**config.mk**
```make
export PLATFORM = sky130hd
export DESIGN_NAME = radix_number_to_segment_mask
export DESIGN_NICKNAME = d
export VERILOG_FILES = /design/src/rtl/core/rnsm_pkg.sv /design/src/rtl/core/rnsm_glyph.sv /design/src/rtl/core/radix_number_to_segment_mask.sv
export SDC_FILE = /design/constraint.sdc
export NUM_CORES = 1
export LEC_CHECK = 0
export ABC_AREA = 1
export BUFFER_PORTS_ARGS = -buffer_cell sky130_fd_sc_hd__buf_2
export CORE_UTILIZATION = 35
export DETAILED_ROUTE_END_ITERATION = 10
export GPL_ROUTABILITY_DRIVEN = 0
export PLACE_DENSITY = 0.58
export SLEW_MARGIN = 25
export SYNTH_ARGS = -nofsm -noshare
export SYNTH_HDL_FRONTEND = slang
export SYNTH_HIERARCHICAL = 1
export SYNTH_SLANG_ARGS = --single-unit
```
**constraint.sdc**
```tcl
create_clock -name aclk -period 12.5 [get_ports aclk]
set_input_delay 2.5 -clock aclk [delete_from_list [all_inputs] [get_ports aclk]]
set_output_delay 2.5 -clock aclk [all_outputs]
set_load 0.01 [all_outputs]
```
**src/rtl/core/rnsm_pkg.sv**
```systemverilog
`timescale 1ns / 1ps

package rnsm_pkg;

    localparam logic [23:0] GLYPH_POINT_FIRST  = 24'h100000;
    localparam logic [23:0] GLYPH_POINT_SECOND = 24'h010000;
    localparam logic [23:0] GLYPH_MINUS_HUND   = 24'h000002;
    localparam logic [23:0] GLYPH_MINUS_TENS   = 24'h000020;
    localparam logic [23:0] GLYPH_MINUS_ONES   = 24'h000200;
    localparam logic [23:0] GLYPH_DASHES       = 24'h000222;

    localparam logic [1:0] CNT_BLANK = 2'd0;
    localparam logic [1:0] CNT_ONE   = 2'd1;
    localparam logic [1:0] CNT_TWO   = 2'd2;
    localparam logic [1:0] CNT_THREE = 2'd3;

    typedef struct packed {
        logic [8:0]  sq;
        logic [12:0] cu;
    } rad_pow_t;

    typedef struct packed {
        logic [3:0]  quo;
        logic [11:0] rem;
    } div_res_t;

    typedef struct packed {
        logic [1:0]  cnt;
        logic        ovf;
        logic        minus;
        logic        p1;
        logic        p2;
        logic [11:0] mag;
        logic [4:0]  rad;
        logic [8:0]  rad_sq;
    } st1_t;

    typedef struct packed {
        logic [1:0] cnt;
        logic       ovf;
        logic       minus;
        logic       p1;
        logic       p2;
        logic [3:0] hund;
        logic [7:0] rem;
        logic [4:0] rad;
    } st2_t;

    typedef struct packed {
        logic [1:0] cnt;
        logic       ovf;
        logic       minus;
        logic       p1;
        logic       p2;
        logic [3:0] hund;
        logic [3:0] tens;
        logic [3:0] ones;
    } st3_t;

    function automatic rad_pow_t rad_pow(input logic [4:0] rad);
        rad_pow_t res;
        unique case (rad)
            5'd2:    res = '{sq: 9'd4,   cu: 13'd8};
            5'd3:    res = '{sq: 9'd9,   cu: 13'd27};
            5'd4:    res = '{sq: 9'd16,  cu: 13'd64};
            5'd5:    res = '{sq: 9'd25,  cu: 13'd125};
            5'd6:    res = '{sq: 9'd36,  cu: 13'd216};
            5'd7:    res = '{sq: 9'd49,  cu: 13'd343};
            5'd8:    res = '{sq: 9'd64,  cu: 13'd512};
            5'd9:    res = '{sq: 9'd81,  cu: 13'd729};
            5'd10:   res = '{sq: 9'd100, cu: 13'd1000};
            5'd11:   res = '{sq: 9'd121, cu: 13'd1331};
            5'd12:   res = '{sq: 9'd144, cu: 13'd1728};
            5'd13:   res = '{sq: 9'd169, cu: 13'd2197};
            5'd14:   res = '{sq: 9'd196, cu: 13'd2744};
            5'd15:   res = '{sq: 9'd225, cu: 13'd3375};
            5'd16:   res = '{sq: 9'd256, cu: 13'd4096};
            default: res = '{sq: 9'd0,   cu: 13'd0};
        endcase
        return res;
    endfunction

    // restoring division, four quotient bits
    function automatic div_res_t div_digit(input logic [11:0] dividend,
                                           input logic [8:0] divisor);
        logic [12:0] rem;
        logic [12:0] sub;
        div_res_t    res;
        rem = {1'b0, dividend};
        res.quo = 4'd0;
        for (int k = 3; k >= 0; k--) begin
            sub = {4'd0, divisor} << k;
            if (rem >= sub) begin
                rem = rem - sub;
                res.quo[k] = 1'b1;
            end
        end
        res.rem = rem[11:0];
        return res;
    endfunction

    function automatic logic [23:0] ones_glyph(input logic [3:0] d);
        logic [23:0] g;
        unique case (d)
            4'h0: g = 24'h00FC00;
            4'h1: g = 24'h003000;
            4'h2: g = 24'h00DA00;
            4'h3: g = 24'h007A00;
            4'h4: g = 24'h003600;
            4'h5: g = 24'h006E00;
            4'h6: g = 24'h00EE00;
            4'h7: g = 24'h003800;
            4'h8: g = 24'h00FE00;
            4'h9: g = 24'h007E00;
            4'hA: g = 24'h00BE00;
            4'hB: g = 24'h00E600;
            4'hC: g = 24'h00CC00;
            4'hD: g = 24'h00F200;
            4'hE: g = 24'h00CE00;
            4'hF: g = 24'h008E00;
        endcase
        return g;
    endfunction

    function automatic logic [23:0] tens_glyph(input logic [3:0] d);
        logic [23:0] g;
        unique case (d)
            4'h0: g = 24'h0E01C0;
            4'h1: g = 24'h020100;
            4'h2: g = 24'h0C01A0;
            4'h3: g = 24'h0601A0;
            4'h4: g = 24'h020160;
            4'h5: g = 24'h0600E0;
            4'h6: g = 24'h0E00E0;
            4'h7: g = 24'h020180;
            4'h8: g = 24'h0E01E0;
            4'h9: g = 24'h0601E0;
            4'hA: g = 24'h0A01E0;
            4'hB: g = 24'h0E0060;
            4'hC: g = 24'h0C00C0;
            4'hD: g = 24'h0E0120;
            4'hE: g = 24'h0C00E0;
            4'hF: g = 24'h0800E0;
        endcase
        return g;
    endfunction

    function automatic logic [23:0] hund_glyph(input logic [3:0] d);
        logic [23:0] g;
        unique case (d)
            4'h0: g = 24'hE0001C;
            4'h1: g = 24'h200010;
            4'h2: g = 24'hC0001A;
            4'h3: g = 24'h60001A;
            4'h4: g = 24'h200016;
            4'h5: g = 24'h60000E;
            4'h6: g = 24'hE0000E;
            4'h7: g = 24'h200018;
            4'h8: g = 24'hE0001E;
            4'h9: g = 24'h60001E;
            4'hA: g = 24'hA0001E;
            4'hB: g = 24'hE00006;
            4'hC: g = 24'hC0000C;
            4'hD: g = 24'hE00012;
            4'hE: g = 24'hC0000E;
            4'hF: g = 24'h80000E;
        endcase
        return g;
    endfunction

endpackage

```
**src/rtl/core/rnsm_glyph.sv**
```systemverilog
`timescale 1ns / 1ps

module rnsm_glyph import rnsm_pkg::*; (
    input  st3_t        st,
    output logic [23:0] mask
);

    logic [23:0] digits;
    logic [23:0] points;

    always_comb begin
        points = (st.p1 ? GLYPH_POINT_FIRST : 24'd0) | (st.p2 ? GLYPH_POINT_SECOND : 24'd0);
        unique case (st.cnt)
            CNT_ONE:   digits = ones_glyph(st.ones);
            CNT_TWO:   digits = (st.minus ? GLYPH_MINUS_TENS : tens_glyph(st.tens))
                                | ones_glyph(st.ones);
            CNT_THREE: digits = (st.minus ? GLYPH_MINUS_HUND : hund_glyph(st.hund))
                                | tens_glyph(st.tens) | ones_glyph(st.ones);
            default:   digits = 24'd0;
        endcase
        unique case (st.cnt)
            CNT_BLANK: mask = 24'd0;
            CNT_ONE:   mask = st.ovf ? GLYPH_MINUS_ONES : (digits | points);
            CNT_TWO:   mask = st.ovf ? (GLYPH_MINUS_TENS | GLYPH_MINUS_ONES) : (digits | points);
            CNT_THREE: mask = st.ovf ? GLYPH_DASHES : (digits | points);
        endcase
    end

endmodule

```
**src/rtl/core/radix_number_to_segment_mask.sv**
```systemverilog
`timescale 1ns / 1ps
// channel | ports                                                   | accepted when
// input   | s_digit_count s_radix s_number s_point_first/second     | s_valid && s_ready
//         | s_sign_shown                                            |
// result  | m_segments                                              | m_valid && m_ready
//
// Four registered stages; one item per cycle sustained while m_ready is held high.
// Stage 1 forms the magnitude and overflow test, stage 2 the top digit (four
// compare-subtract steps by radix squared), stage 3 the two low digits, stage 4
// the glyph OR into the output register.
// aresetn clears the stage valid bits only. A stalled output holds; empty stages
// still take items, so s_ready drops only when all four stages are full.

module radix_number_to_segment_mask import rnsm_pkg::*; (
    input  logic        aclk,
    input  logic        aresetn,
    input  logic        s_valid,
    output logic        s_ready,
    input  logic [1:0]  s_digit_count,
    input  logic [4:0]  s_radix,
    input  logic signed [15:0] s_number,
    input  logic        s_point_first,
    input  logic        s_point_second,
    input  logic        s_sign_shown,
    output logic        m_valid,
    input  logic        m_ready,
    output logic [23:0] m_segments
);

    logic        v1_reg, v2_reg, v3_reg, v4_reg;
    logic        rdy1, rdy2, rdy3, rdy4;
    st1_t        st1_reg, st1_next;
    st2_t        st2_reg, st2_next;
    st3_t        st3_reg, st3_next;
    logic [23:0] seg_reg, seg_next;

    logic        neg;
    logic        minus;
    logic        bad_rad;
    logic [16:0] mag;
    rad_pow_t    pw;
    div_res_t    dh;
    div_res_t    dt;

    assign rdy4    = !v4_reg || m_ready;
    assign rdy3    = !v3_reg || rdy4;
    assign rdy2    = !v2_reg || rdy3;
    assign rdy1    = !v1_reg || rdy2;
    assign s_ready = rdy1;

    always_comb begin
        neg     = s_number[15];
        minus   = neg && s_sign_shown;
        mag     = neg ? (17'h10000 - {1'b0, s_number}) : {1'b0, s_number};
        bad_rad = (s_radix < 5'd2) || (s_radix > 5'd16);
        pw      = rad_pow(s_radix);
        st1_next.cnt    = s_digit_count;
        st1_next.minus  = minus;
        st1_next.p1     = s_point_first;
        st1_next.p2     = s_point_second;
        st1_next.mag    = mag[11:0];
        st1_next.rad    = s_radix;
        st1_next.rad_sq = pw.sq;
        unique case (s_digit_count)
            CNT_ONE:   st1_next.ovf = bad_rad || minus || (mag >= {12'd0, s_radix});
            CNT_TWO:   st1_next.ovf = bad_rad || (mag >= {8'd0, pw.sq})
                                      || (minus && (mag >= {12'd0, s_radix}));
            CNT_THREE: st1_next.ovf = bad_rad || (mag >= {4'd0, pw.cu})
                                      || (minus && (mag >= {8'd0, pw.sq}));
            default:   st1_next.ovf = 1'b0;
        endcase
    end

    always_comb begin
        dh = div_digit(st1_reg.mag, st1_reg.rad_sq);
        st2_next.cnt   = st1_reg.cnt;
        st2_next.ovf   = st1_reg.ovf;
        st2_next.minus = st1_reg.minus;
        st2_next.p1    = st1_reg.p1;
        st2_next.p2    = st1_reg.p2;
        st2_next.hund  = dh.quo;
        st2_next.rem   = dh.rem[7:0];
        st2_next.rad   = st1_reg.rad;
    end

    always_comb begin
        dt = div_digit({4'd0, st2_reg.rem}, {4'd0, st2_reg.rad});
        st3_next.cnt   = st2_reg.cnt;
        st3_next.ovf   = st2_reg.ovf;
        st3_next.minus = st2_reg.minus;
        st3_next.p1    = st2_reg.p1;
        st3_next.p2    = st2_reg.p2;
        st3_next.hund  = st2_reg.hund;
        st3_next.tens  = dt.quo;
        st3_next.ones  = dt.rem[3:0];
    end

    rnsm_glyph u_glyph (
        .st   (st3_reg),
        .mask (seg_next)
    );

    always_ff @(posedge aclk) begin
        if (!aresetn) begin
            v1_reg <= 1'b0;
            v2_reg <= 1'b0;
            v3_reg <= 1'b0;
            v4_reg <= 1'b0;
        end else begin
            if (rdy1) v1_reg <= s_valid;
            if (rdy2) v2_reg <= v1_reg;
            if (rdy3) v3_reg <= v2_reg;
            if (rdy4) v4_reg <= v3_reg;
        end
    end

    always_ff @(posedge aclk) begin
        if (s_valid && rdy1) st1_reg <= st1_next;
        if (v1_reg && rdy2)  st2_reg <= st2_next;
        if (v2_reg && rdy3)  st3_reg <= st3_next;
        if (v3_reg && rdy4)  seg_reg <= seg_next;
    end

    assign m_valid    = v4_reg;
    assign m_segments = seg_reg;

    a_empty_out_ready: assert property (@(posedge aclk) disable iff (!aresetn)
        !m_valid |-> s_ready)
        else $error("output empty but input not ready");

    a_accept_lands: assert property (@(posedge aclk) disable iff (!aresetn)
        (s_valid && s_ready) |=> v1_reg)
        else $error("accepted item lost in first stage");

    a_full_blocks: assert property (@(posedge aclk) disable iff (!aresetn)
        (m_valid && !m_ready && v1_reg && v2_reg && v3_reg) |-> !s_ready)
        else $error("input ready while pipeline full and stalled");

    a_stall_holds_s3: assert property (@(posedge aclk) disable iff (!aresetn)
        (v3_reg && !rdy4) |=> (v3_reg && $stable(st3_reg)))
        else $error("stalled stage three changed");

endmodule
```
==> results of run 1 <==
## worst register-to-register path: cells and delay by family (launching register included)
family / cells / cell delay [ns]
compound gates: 14 / 2.81
fa+ha+maj: 4 / 1.43
buf+inv: 4 / 0.71
flops: 1 / 0.36
simple gates: 23 / 2.33
## area by class of cell
| class | count | area, µm² | share of cell area [%] |
|---|---|---|---|
| Inverter | 156 | 588 | 6.14 |
| Multi-Input combinational cell | 821 | 5050 | 52.8 |
| Clock inverter | 6 | 53.8 | 0.562 |
| Sequential cell | 100 | 2960 | 31.0 |
| Clock buffer | 10 | 229 | 2.39 |
| Timing Repair Buffer | 56 | 283 | 2.95 |
| Tap cell | 324 | 405 | 4.24 |
## where the power goes
group          internal (W)  switching [W]
logic              0.000614       0.000966
registers          0.000454      0.0000342
clock network      0.000139       0.000129
## routing by layer
| metal | global-route usage, % | routed length [µm] | up-vias |
|---|---|---|---|
| met5 | 0 | 0 | - |
| met4 | 5.59 | 378 | 0 |
| met3 | 2.06 | 802 | 27 |
| met2 | 26.4 | 8660 | 193 |
| met1 | 21.1 | 9480 | 3215 |
| li1 | - | - | 3791 |
## cells by family after synthesis
logic type / Yosys count / share of synthesized area (%)
DFF: 100 / 34.2
other: 1 / 0.0433
muxes: 1 / 0.130
AOI/OAI and AO/OA: 182 / 12.0
adders and majority gates: 111 / 16.4
and+or+nand+nor: 484 / 25.4
buffers and inverters: 170 / 7.67
xor gates and xnor gates: 42 / 4.24
## synthesized netlist by cell type (5+ instances only)
library cell and n:
nor3_1 14, nor2_1 109, a21oi_1 65, ha_1 107, xor2_1 25, o21ai_0 63, nand2_1 233, nand3_2 7
o21ai_1 9, nand2_2 15, a21o_1 6, clkbuf_1 6, inv_2 12, edfxtp_1 96, o21a_1 5, xnor2_1 17
nand4_1 16, inv_1 141, nand3_1 61
## stage by stage
stage	utilization (%)	hold slack, ns	cells
after global routing	39.4	0.428	1473
after CTS	39.4	0.421	1473
final	39.4	0.420	1473
after floorplan	-	0.400	1091
after global placement	38.2	0.403	1457
after detailed placement	38.2	0.405	1457
## worst max path at each step
stage | from | to | slack, ns | depth (start not counted)
6_report | st1_reg[7] | st2_reg[10] | 4.60 | 45
5_1_grt | st1_reg[3] | st2_reg[10] | 3.75 | 47
4_1_cts | st1_reg[0] | st2_reg[10] | 4.64 | 43
3_5_place_dp | st1_reg[6] | st2_reg[11] | 4.68 | 44
3_3_place_gp | st1_reg[7] | st2_reg[9] | 4.71 | 45
2_1_floorplan | st1_reg[7] | st2_reg[10] | 5.40 | 48
==> flow_metrics.py, run 1 <==
metrics = {
    "timing": {
        "finalSetupTns_ns": 0,
        "setup_violations": 0,
        "rsz0062_at_grt": "false",
        "setup_slack_ns": 4.60,
        "tightest_slew_ns": 0.949,
        "slew-limit-headroom_pct": 36.6,
        "fin_crit_sh_pct": 63.2,
        "min_period_ns": 7.90,
        "clock_skew_ns": 0.0125,
        "fmax_mhz": 127,
        "drv_slew": 0,
        "hold_viol_final": 0,
    },
    "power_and_ir_drop": {
        "report.power.total_w": 0.00234,
        "p_per_area_nw_per_um2": 244,
        "p_leak_nw": 4.36,
        "ir_drop_v": 0.000117,
    },
    "worst_setup_path": {
        "r2r_slack_ns": 4.60,
        "end_kind": "register",
        "cpMostUsedCell": "nand2_1",
        "timing.rr.start": "st1_reg[7]",
        "critical_path.top_delay_family": "compound AO/OA/AOI/OAI gates",
        "path_class": "reg -> reg",
        "rr_worst_depth": 45,
        "required_ns": 12.60,
        "worstPathMaxFanout": 13,
        "r2r-end": "st2_reg[10]",
        "critPathSlowestCell": "ha_1",
        "critical_path.max_stage_delay_ns": 0.39,
        "arrival_ns": 8.00,
        "path_buf_inv": 4,
        "startpoint_type": "register",
    },
    "logic_synthesis": {
        "synthCells": 1091,
        "synth_ff_type": "edfxtp_1",
        "synth_top_area_cell": "edfxtp_1",
        "ys_types": 59,
        "ys_ff_latch": 100,
        "avgSynthCellArea_um2": 7.94,
        "ys_async_sr_fraction_pct": 0,
        "syn_nets": 1232,
        "synth_edf_count": 96,
        "yosys_warnings": 6,
        "ys_seq_area_share_pct": 34.2,
        "synth_area_um2": 8670,
        "synthTopCellsByArea": "edfxtp_1, ha_1, nand2_1, inv_1, nor2_1",
        "netlist.area_leader.share_pct": 33.3,
    },
    "floorplan": {
        "die_x_um": 159,
        "pin_count": 56,
        "num_rows": 57,
        "die_y_um": 159,
        "start_util_pct": 35.6,
        "dieArea_um2": 25400,
        "core_region_area_um2": 24300,
    },
    "hold_path": {
        "hp-start": "st1_reg[29]",
        "hp-class": "reg -> reg",
        "worstHoldEndpoint": "st2_reg[20]",
        "holdPathStages": 0,
    },
    "clock_tree": {
        "cts_root_buffer": "clkbuf_16",
        "post_cts_buffers": 0,
        "clock_path_buffers": 2,
        "cts_tree": "yes",
        "cts_max_level": 3,
        "clk-insertion-delay-late_ns": 0.35,
        "cts_sinks": 100,
        "cts_buffers": 9,
        "path_clk_slew_ns": 0.07,
        "cts-hold-fix-buffers": 0,
        "cts_resized": 0,
    },
    "grt": {
        "grt_overflow": 0,
        "grt_pass1_vias": 6889,
        "antenna_found_initial": 0,
        "grt_max_degree": 32,
        "grt_pass1_wl_um": 32800,
        "grt.total_usage_pct": 15.9,
    },
    "placement": {
        "io_buffers": 55,
        "dp_hpwl_um": 15500,
        "place_area_um2": 9290,
        "pre_cts_slack_ns": 4.68,
    },
    "layout": {
        "n_fill_cell": 2488,
        "largest_reg_flops": 31,
        "fin_area_um2": 9570,
        "final_common_cell": "nand2_1",
        "diodes": 0,
        "final_cell_mix": "nand2_1, inv_1, nor2_1, ha_1, edfxtp_1",
        "drive_gt1_share_pct": 11.1,
        "area_growth_pct": 10.4,
        "final_nets": 1285,
    },
    "route": {
        "drt_iter0_drc": 420,
        "drcViolationCount": 0,
        "vias_per_cell": 4.91,
        "wl_per_cell_um": 13.1,
        "routed_wl_um": 19300,
        "ant_nets": 0,
        "dr.pass1.iters": 5,
        "vias": 7226,
    },
    "outcome": {
        "status": "finished clean",
    },
    "flow_run": {
        "drv_cap": 0,
    },
}
(Power assumes the default switching activity.)
==> inputs of run 2 (changes only) <==
clock period = 8.2 ns   (was 12.5 ns; I/O delays follow)
==> run 2 against run 1 <==
Sequential share of layout area shrank 0.10 points. Power grew 53%. Clock power grew 50%. Sequential power grew 52%. Register-to-register slack lost 3.9 ns. Core utilization grew 0.13 points. Design area grew 0.34%. Largest cell class unchanged. Highest routed layer unchanged.
==> flow_metrics.py, run 2 (synthesis gave the netlist of run 1 again) <==
metrics = {
    "floorplan": {
        "dieArea_um2": 25400,
        "die_x_um": 159,
        "num_rows": 57,
        "die_y_um": 159,
        "start_util_pct": 35.6,
        "pin_count": 56,
        "core_region_area_um2": 24300,
    },
    "clock_tree": {
        "clk-insertion-delay-late_ns": 0.34,
        "cts-hold-fix-buffers": 0,
        "clock_path_buffers": 2,
        "cts_tree": "yes",
        "cts_buffers": 9,
        "path_clk_slew_ns": 0.07,
        "cts_sinks": 100,
        "cts_max_level": 3,
        "cts_root_buffer": "clkbuf_16",
    },
    "placement": {
        "io_buffers": 55,
        "dp_hpwl_um": 15600,
    },
    "timing": {
        "finalSetupTns_ns": 0,
        "setup_violations": 0,
        "rsz0062_at_grt": "false",
        "drv_slew": 0,
        "min_period_ns": 7.48,
        "tightest_slew_ns": 0.979,
        "clock_skew_ns": 0.0118,
        "fmax_mhz": 134,
        "hold_viol_final": 0,
        "fin_crit_sh_pct": 91.2,
        "slew-limit-headroom_pct": 34.7,
    },
    "grt": {
        "grt.total_usage_pct": 16.1,
        "grt_max_degree": 32,
        "antenna_found_initial": 0,
        "grt_pass1_vias": 6976,
        "grt_pass1_wl_um": 33200,
        "grt_overflow": 0,
    },
    "route": {
        "dr.pass1.iters": 5,
        "wl_per_cell_um": 13.1,
        "vias": 7260,
        "ant_nets": 0,
        "vias_per_cell": 4.92,
        "drt_iter0_drc": 401,
        "routed_wl_um": 19300,
        "drcViolationCount": 0,
    },
    "worst_setup_path": {
        "critical_path.top_delay_family": "compound AO/OA/AOI/OAI gates",
        "worstPathMaxFanout": 13,
        "critPathSlowestCell": "edfxtp_1",
        "r2r_slack_ns": 0.72,
        "path_buf_inv": 5,
        "required_ns": 8.29,
        "end_kind": "register",
        "critical_path.max_stage_delay_ns": 0.36,
        "timing.rr.start": "st1_reg[8]",
        "cpMostUsedCell": "nand2_1",
        "startpoint_type": "register",
        "path_class": "reg -> reg",
        "r2r-end": "st2_reg[12]",
        "rr_worst_depth": 45,
        "arrival_ns": 7.57,
    },
    "hold_path": {
        "worstHoldEndpoint": "st2_reg[2]",
        "hp-start": "st1_reg[11]",
        "holdPathStages": 0,
        "hp-class": "reg -> reg",
    },
    "power_and_ir_drop": {
        "ir_drop_v": 0.000187,
        "p_leak_nw": 4.36,
        "p_int_w": 0.00186,
        "p_clk_share_pct": 11.2,
        "report.power.total_w": 0.00358,
        "p_sw_w": 0.00172,
        "p_sw_share_pct": 48.1,
        "power_frac_seq_pct": 20.7,
        "combPwrFrac_pct": 68.0,
        "p_per_area_nw_per_um2": 373,
    },
    "layout": {
        "largest_reg_flops": 31,
        "n_fill_cell": 2503,
        "final_common_cell": "nand2_1",
        "final_cell_mix": "nand2_1, inv_1, nor2_1, ha_1, edfxtp_1",
        "drive_gt1_share_pct": 11.7,
        "area_growth_pct": 10.8,
        "diodes": 0,
        "final_nets": 1287,
    },
    "flow_run": {
        "drv_cap": 0,
    },
    "outcome": {
        "status": "finished clean",
    },
}
run 2: cell types whose count changed in the layout (fill, tap and decap cells not counted), sizes merged:
cell,before,now
buf,56,58
clkinv,3,5
inv,158,156
run 2: worst reg2reg max path, delay by kind of cell (launching register included):
family	cells	cell delay, ns
AND/OR/NAND/NOR	22	2.37
AO/OA/AOI/OAI	14	2.37
adder cells (fa/ha/maj)	4	1.34
buffers and inverters	5	0.79
flip-flops	1	0.36
run 2: stage by stage:
stage / setup slack, ns / hold WS [ns] / area, µm² / util (%) / instances
6_report: 0.720 / 0.414 / 9600 / 39.5 / 1475
5_1_grt: 0.0385 / 0.423 / 9600 / 39.5 / 1475
4_1_cts: 0.329 / 0.421 / 9570 / 39.4 / 1473
3_5_place_dp: 0.368 / 0.405 / 9290 / 38.2 / 1457
3_3_place_gp: 0.413 / 0.403 / 9280 / 38.2 / 1457
2_1_floorplan: 1.10 / 0.400 / 8670 / - / 1091
run 2: what timing repair did:
action,CTS,global route
resized for setup,0,12
endpoints found under the setup margin,0,10
setup buffers,0,2
run 2: routing by layer:
metal  up-vias  wire length (µm)  track usage, %
met4         0               433            5.51
met3        31               803            1.88
met5         -                 0               0
met2       160              8780            27.0
met1      3285              9300            21.3
li1       3784                 -               -
run 2: how the worst max path moves through the flow:
| stage | startpoint | end | slack [ns] | cells after the start |
|---|---|---|---|---|
| after CTS | st1_reg[0] | st2_reg[12] | 0.33 | 43 |
| after global routing | st1_reg[3] | st2_reg[10] | 0.04 | 47 |
| after floorplan | st1_reg[7] | st2_reg[10] | 1.10 | 48 |
| final | st1_reg[8] | st2_reg[12] | 0.72 | 45 |
| after global placement | st1_reg[7] | st2_reg[9] | 0.41 | 45 |
| after detailed placement | st1_reg[7] | st2_reg[10] | 0.37 | 45 |
run 2: area by class of cell:
class	instances	area [µm²]	area share, %
inverter	156	594	6.19
sequential	100	2960	30.8
clock inverter	6	55.1	0.573
tap	324	405	4.22
multi-input combinational	821	5060	52.7
timing repair buffer	58	298	3.10
clock buffer	10	229	2.38
run 2: power by group through the flow:
stage	logic, W	clock network, W	registers, W
after floorplan	0.00195	0	0.000730
after global placement	0.00237	0	0.000755
after detailed placement	0.00239	0	0.000755
after CTS	0.00241	0.000415	0.000743
after global routing	0.00281	0.000433	0.000751
final	0.00244	0.000402	0.000743
==> inputs of run 3 (changes only) <==
CELL_PAD_IN_SITES_DETAIL_PLACEMENT = 0   (was unset)
CELL_PAD_IN_SITES_GLOBAL_PLACEMENT = 1   (was unset)
GPL_TIMING_DRIVEN = 0   (was unset)
PLACE_DENSITY = 0.71   (was 0.58)
==> run 3 against run 2 <==
Critical path depth is 1 higher. Largest power group unchanged. Cell count grew 1.6%. Worst hold slack better by 0.0073 ns. Via count shrank 0.58%. Largest cell class unchanged. Clock power increased by 8.2%. Sequential cell count did not move. Sequential share of layout area decreased by 0.81 points. Design area increased by 2.7%. Core utilization up 1.1 points. Global-route usage rose by 0.081 points.
==> flow_metrics.py, run 3 (synthesis gave the netlist of run 1 again) <==
metrics = {
    "worst_setup_path": {
        "end_kind": "register",
        "critical_path.max_stage_delay_ns": 0.52,
        "r2r-end": "st2_reg[10]",
        "critPathSlowestCell": "edfxtp_1",
        "required_ns": 8.30,
        "startpoint_type": "register",
        "cpMostUsedCell": "nand2_1",
        "r2r_slack_ns": 0.71,
        "worstPathMaxFanout": 12,
        "rr_worst_depth": 46,
        "crit_path_start": "st1_reg[0]",
        "timing.rr.start": "st1_reg[0]",
        "endpoint": "st2_reg[10]",
        "path_class": "reg -> reg",
        "arrival_ns": 7.58,
    },
    "flow_run": {
        "drv_cap": 0,
    },
    "grt": {
        "grt_pass1_wl_um": 33100,
        "grt_util_met2_pct": 27.4,
        "grt_pass1_vias": 6786,
        "antenna_found_initial": 0,
        "grtUsageMet1_pct": 21.7,
        "grt.total_usage_pct": 16.1,
        "met3_usage_pct": 1.72,
        "grt_max_degree": 30,
        "gr-max-usage-layer": "met2",
        "grt_overflow": 0,
    },
    "clock_tree": {
        "path_clk_slew_ns": 0.07,
        "cts_root_buffer": "clkbuf_16",
        "clock_path_buffers": 2,
        "cts-hold-fix-buffers": 0,
        "cts_sinks": 100,
        "cts_buffers": 9,
        "cts_tree": "yes",
        "clk-insertion-delay-late_ns": 0.35,
        "cts_max_level": 3,
    },
    "timing": {
        "fmax_mhz": 134,
        "hold_viol_final": 0,
        "slew-limit-headroom_pct": 40.2,
        "drv_slew": 0,
        "finalSetupTns_ns": 0,
        "setup_violations": 0,
        "tightest_slew_ns": 0.896,
        "clock_skew_ns": 0.00838,
        "min_period_ns": 7.49,
        "fin_crit_sh_pct": 91.3,
        "hold_ws_ns": 0.421,
    },
    "hold_path": {
        "hp-class": "reg -> reg",
    },
    "power_and_ir_drop": {
        "p_leak_nw": 4.48,
        "ir_drop_v": 0.000179,
        "p_per_area_nw_per_um2": 371,
        "report.power.total_w": 0.00366,
    },
    "layout": {
        "final_nets": 1310,
        "largest_reg_flops": 31,
        "final_common_cell": "nand2_1",
        "area_growth_pct": 13.8,
        "drive_gt1_share_pct": 14.2,
        "diodes": 0,
        "final_cell_mix": "nand2_1, inv_1, nor2_1",
    },
    "outcome": {
        "status": "finished clean",
    },
    "floorplan": {
        "dieArea_um2": 25400,
        "die_y_um": 159,
        "die_x_um": 159,
        "pin_count": 56,
        "core_region_area_um2": 24300,
        "start_util_pct": 35.6,
        "num_rows": 57,
    },
    "route": {
        "routed_wl_um": 19900,
        "dr.pass1.iters": 5,
        "drcViolationCount": 0,
        "vias_per_cell": 4.82,
        "vias": 7218,
        "wl_per_cell_um": 13.3,
        "ant_nets": 0,
        "drt_iter0_drc": 394,
    },
    "placement": {
        "dp_hpwl_um": 16200,
        "io_buffers": 55,
    },
}
[run 3: cell types whose count changed in the layout (fill, tap and decap cells not counted), sizes merged]
cell	delta
bufinv	+1
clkbuf	+3
buf	+20
clkinv	-2
inv	+1
[run 3: repair_timing]
item | in CTS | in global routing
buffers inserted | 1 | 12
gates cloned | 0 | 0
pin swaps | 1 | 8
gates resized for setup | 2 | 25
setup endpoints to repair | 9 | 12
[run 3: layer usage]
metal / wire [µm] / vias to the layer above
li1: - / 3842
met3: 502 / 18
met5: 0 / -
met2: 9220 / 118
met4: 267 / 0
met1: 9870 / 3240
[run 3: layout make-up]
type	instances	area, µm²
buffer	11	65.1
clock inverter	6	76.3
sequential	100	2960
timing repair buffer	70	408
inverter	156	597
clock buffer	10	229
multi-input combinational	821	5120
fill	2528	14500
tap	324	405
[run 3: where the power goes]
group	switching (W)	leakage, nW	internal [W]	total, W
Sequential	0.0000417	0.936	0.000691	0.000732
Clock	0.000192	0.150	0.000243	0.000435
Combinational	0.00150	3.40	0.000987	0.00249
[run 3: worst min-delay path by stage]
| stage | startpoint | endpoint | cells past startpoint |
|---|---|---|---|
| 3_5_place_dp | st1_reg[27] | st2_reg[18] | 0 |
| 6_report | st1_reg[31] | st2_reg[22] | 0 |
| 4_1_cts | st1_reg[27] | st2_reg[18] | 0 |
| 5_1_grt | st1_reg[27] | st2_reg[18] | 0 |
| 3_3_place_gp | st2_reg[18] | st3_reg[13] | 0 |
| 2_1_floorplan | st1_reg[9] | st2_reg[0] | 0 |
[run 3: worst max-delay path, delay by kind of cell, from the launching register on]
kind                       cells  cell delay, ns
AOI/OAI and AO/OA             12            2.10
and+or+nand+nor               25            2.67
adders and majority gates      4            1.37
DFF                            1            0.52
buffers and inverters          5            0.57
[run 3: through the flow]
step	instances	util [%]	setup slack, ns	area, µm²
after global routing	1498	40.6	-0.0265	9860
after detailed placement	1472	38.6	-0.620	9390
after floorplan	1091	-	1.10	8670
after global placement	1470	38.4	-0.560	9350
after CTS	1487	39.9	0.0378	9700
final	1498	40.6	0.712	9860
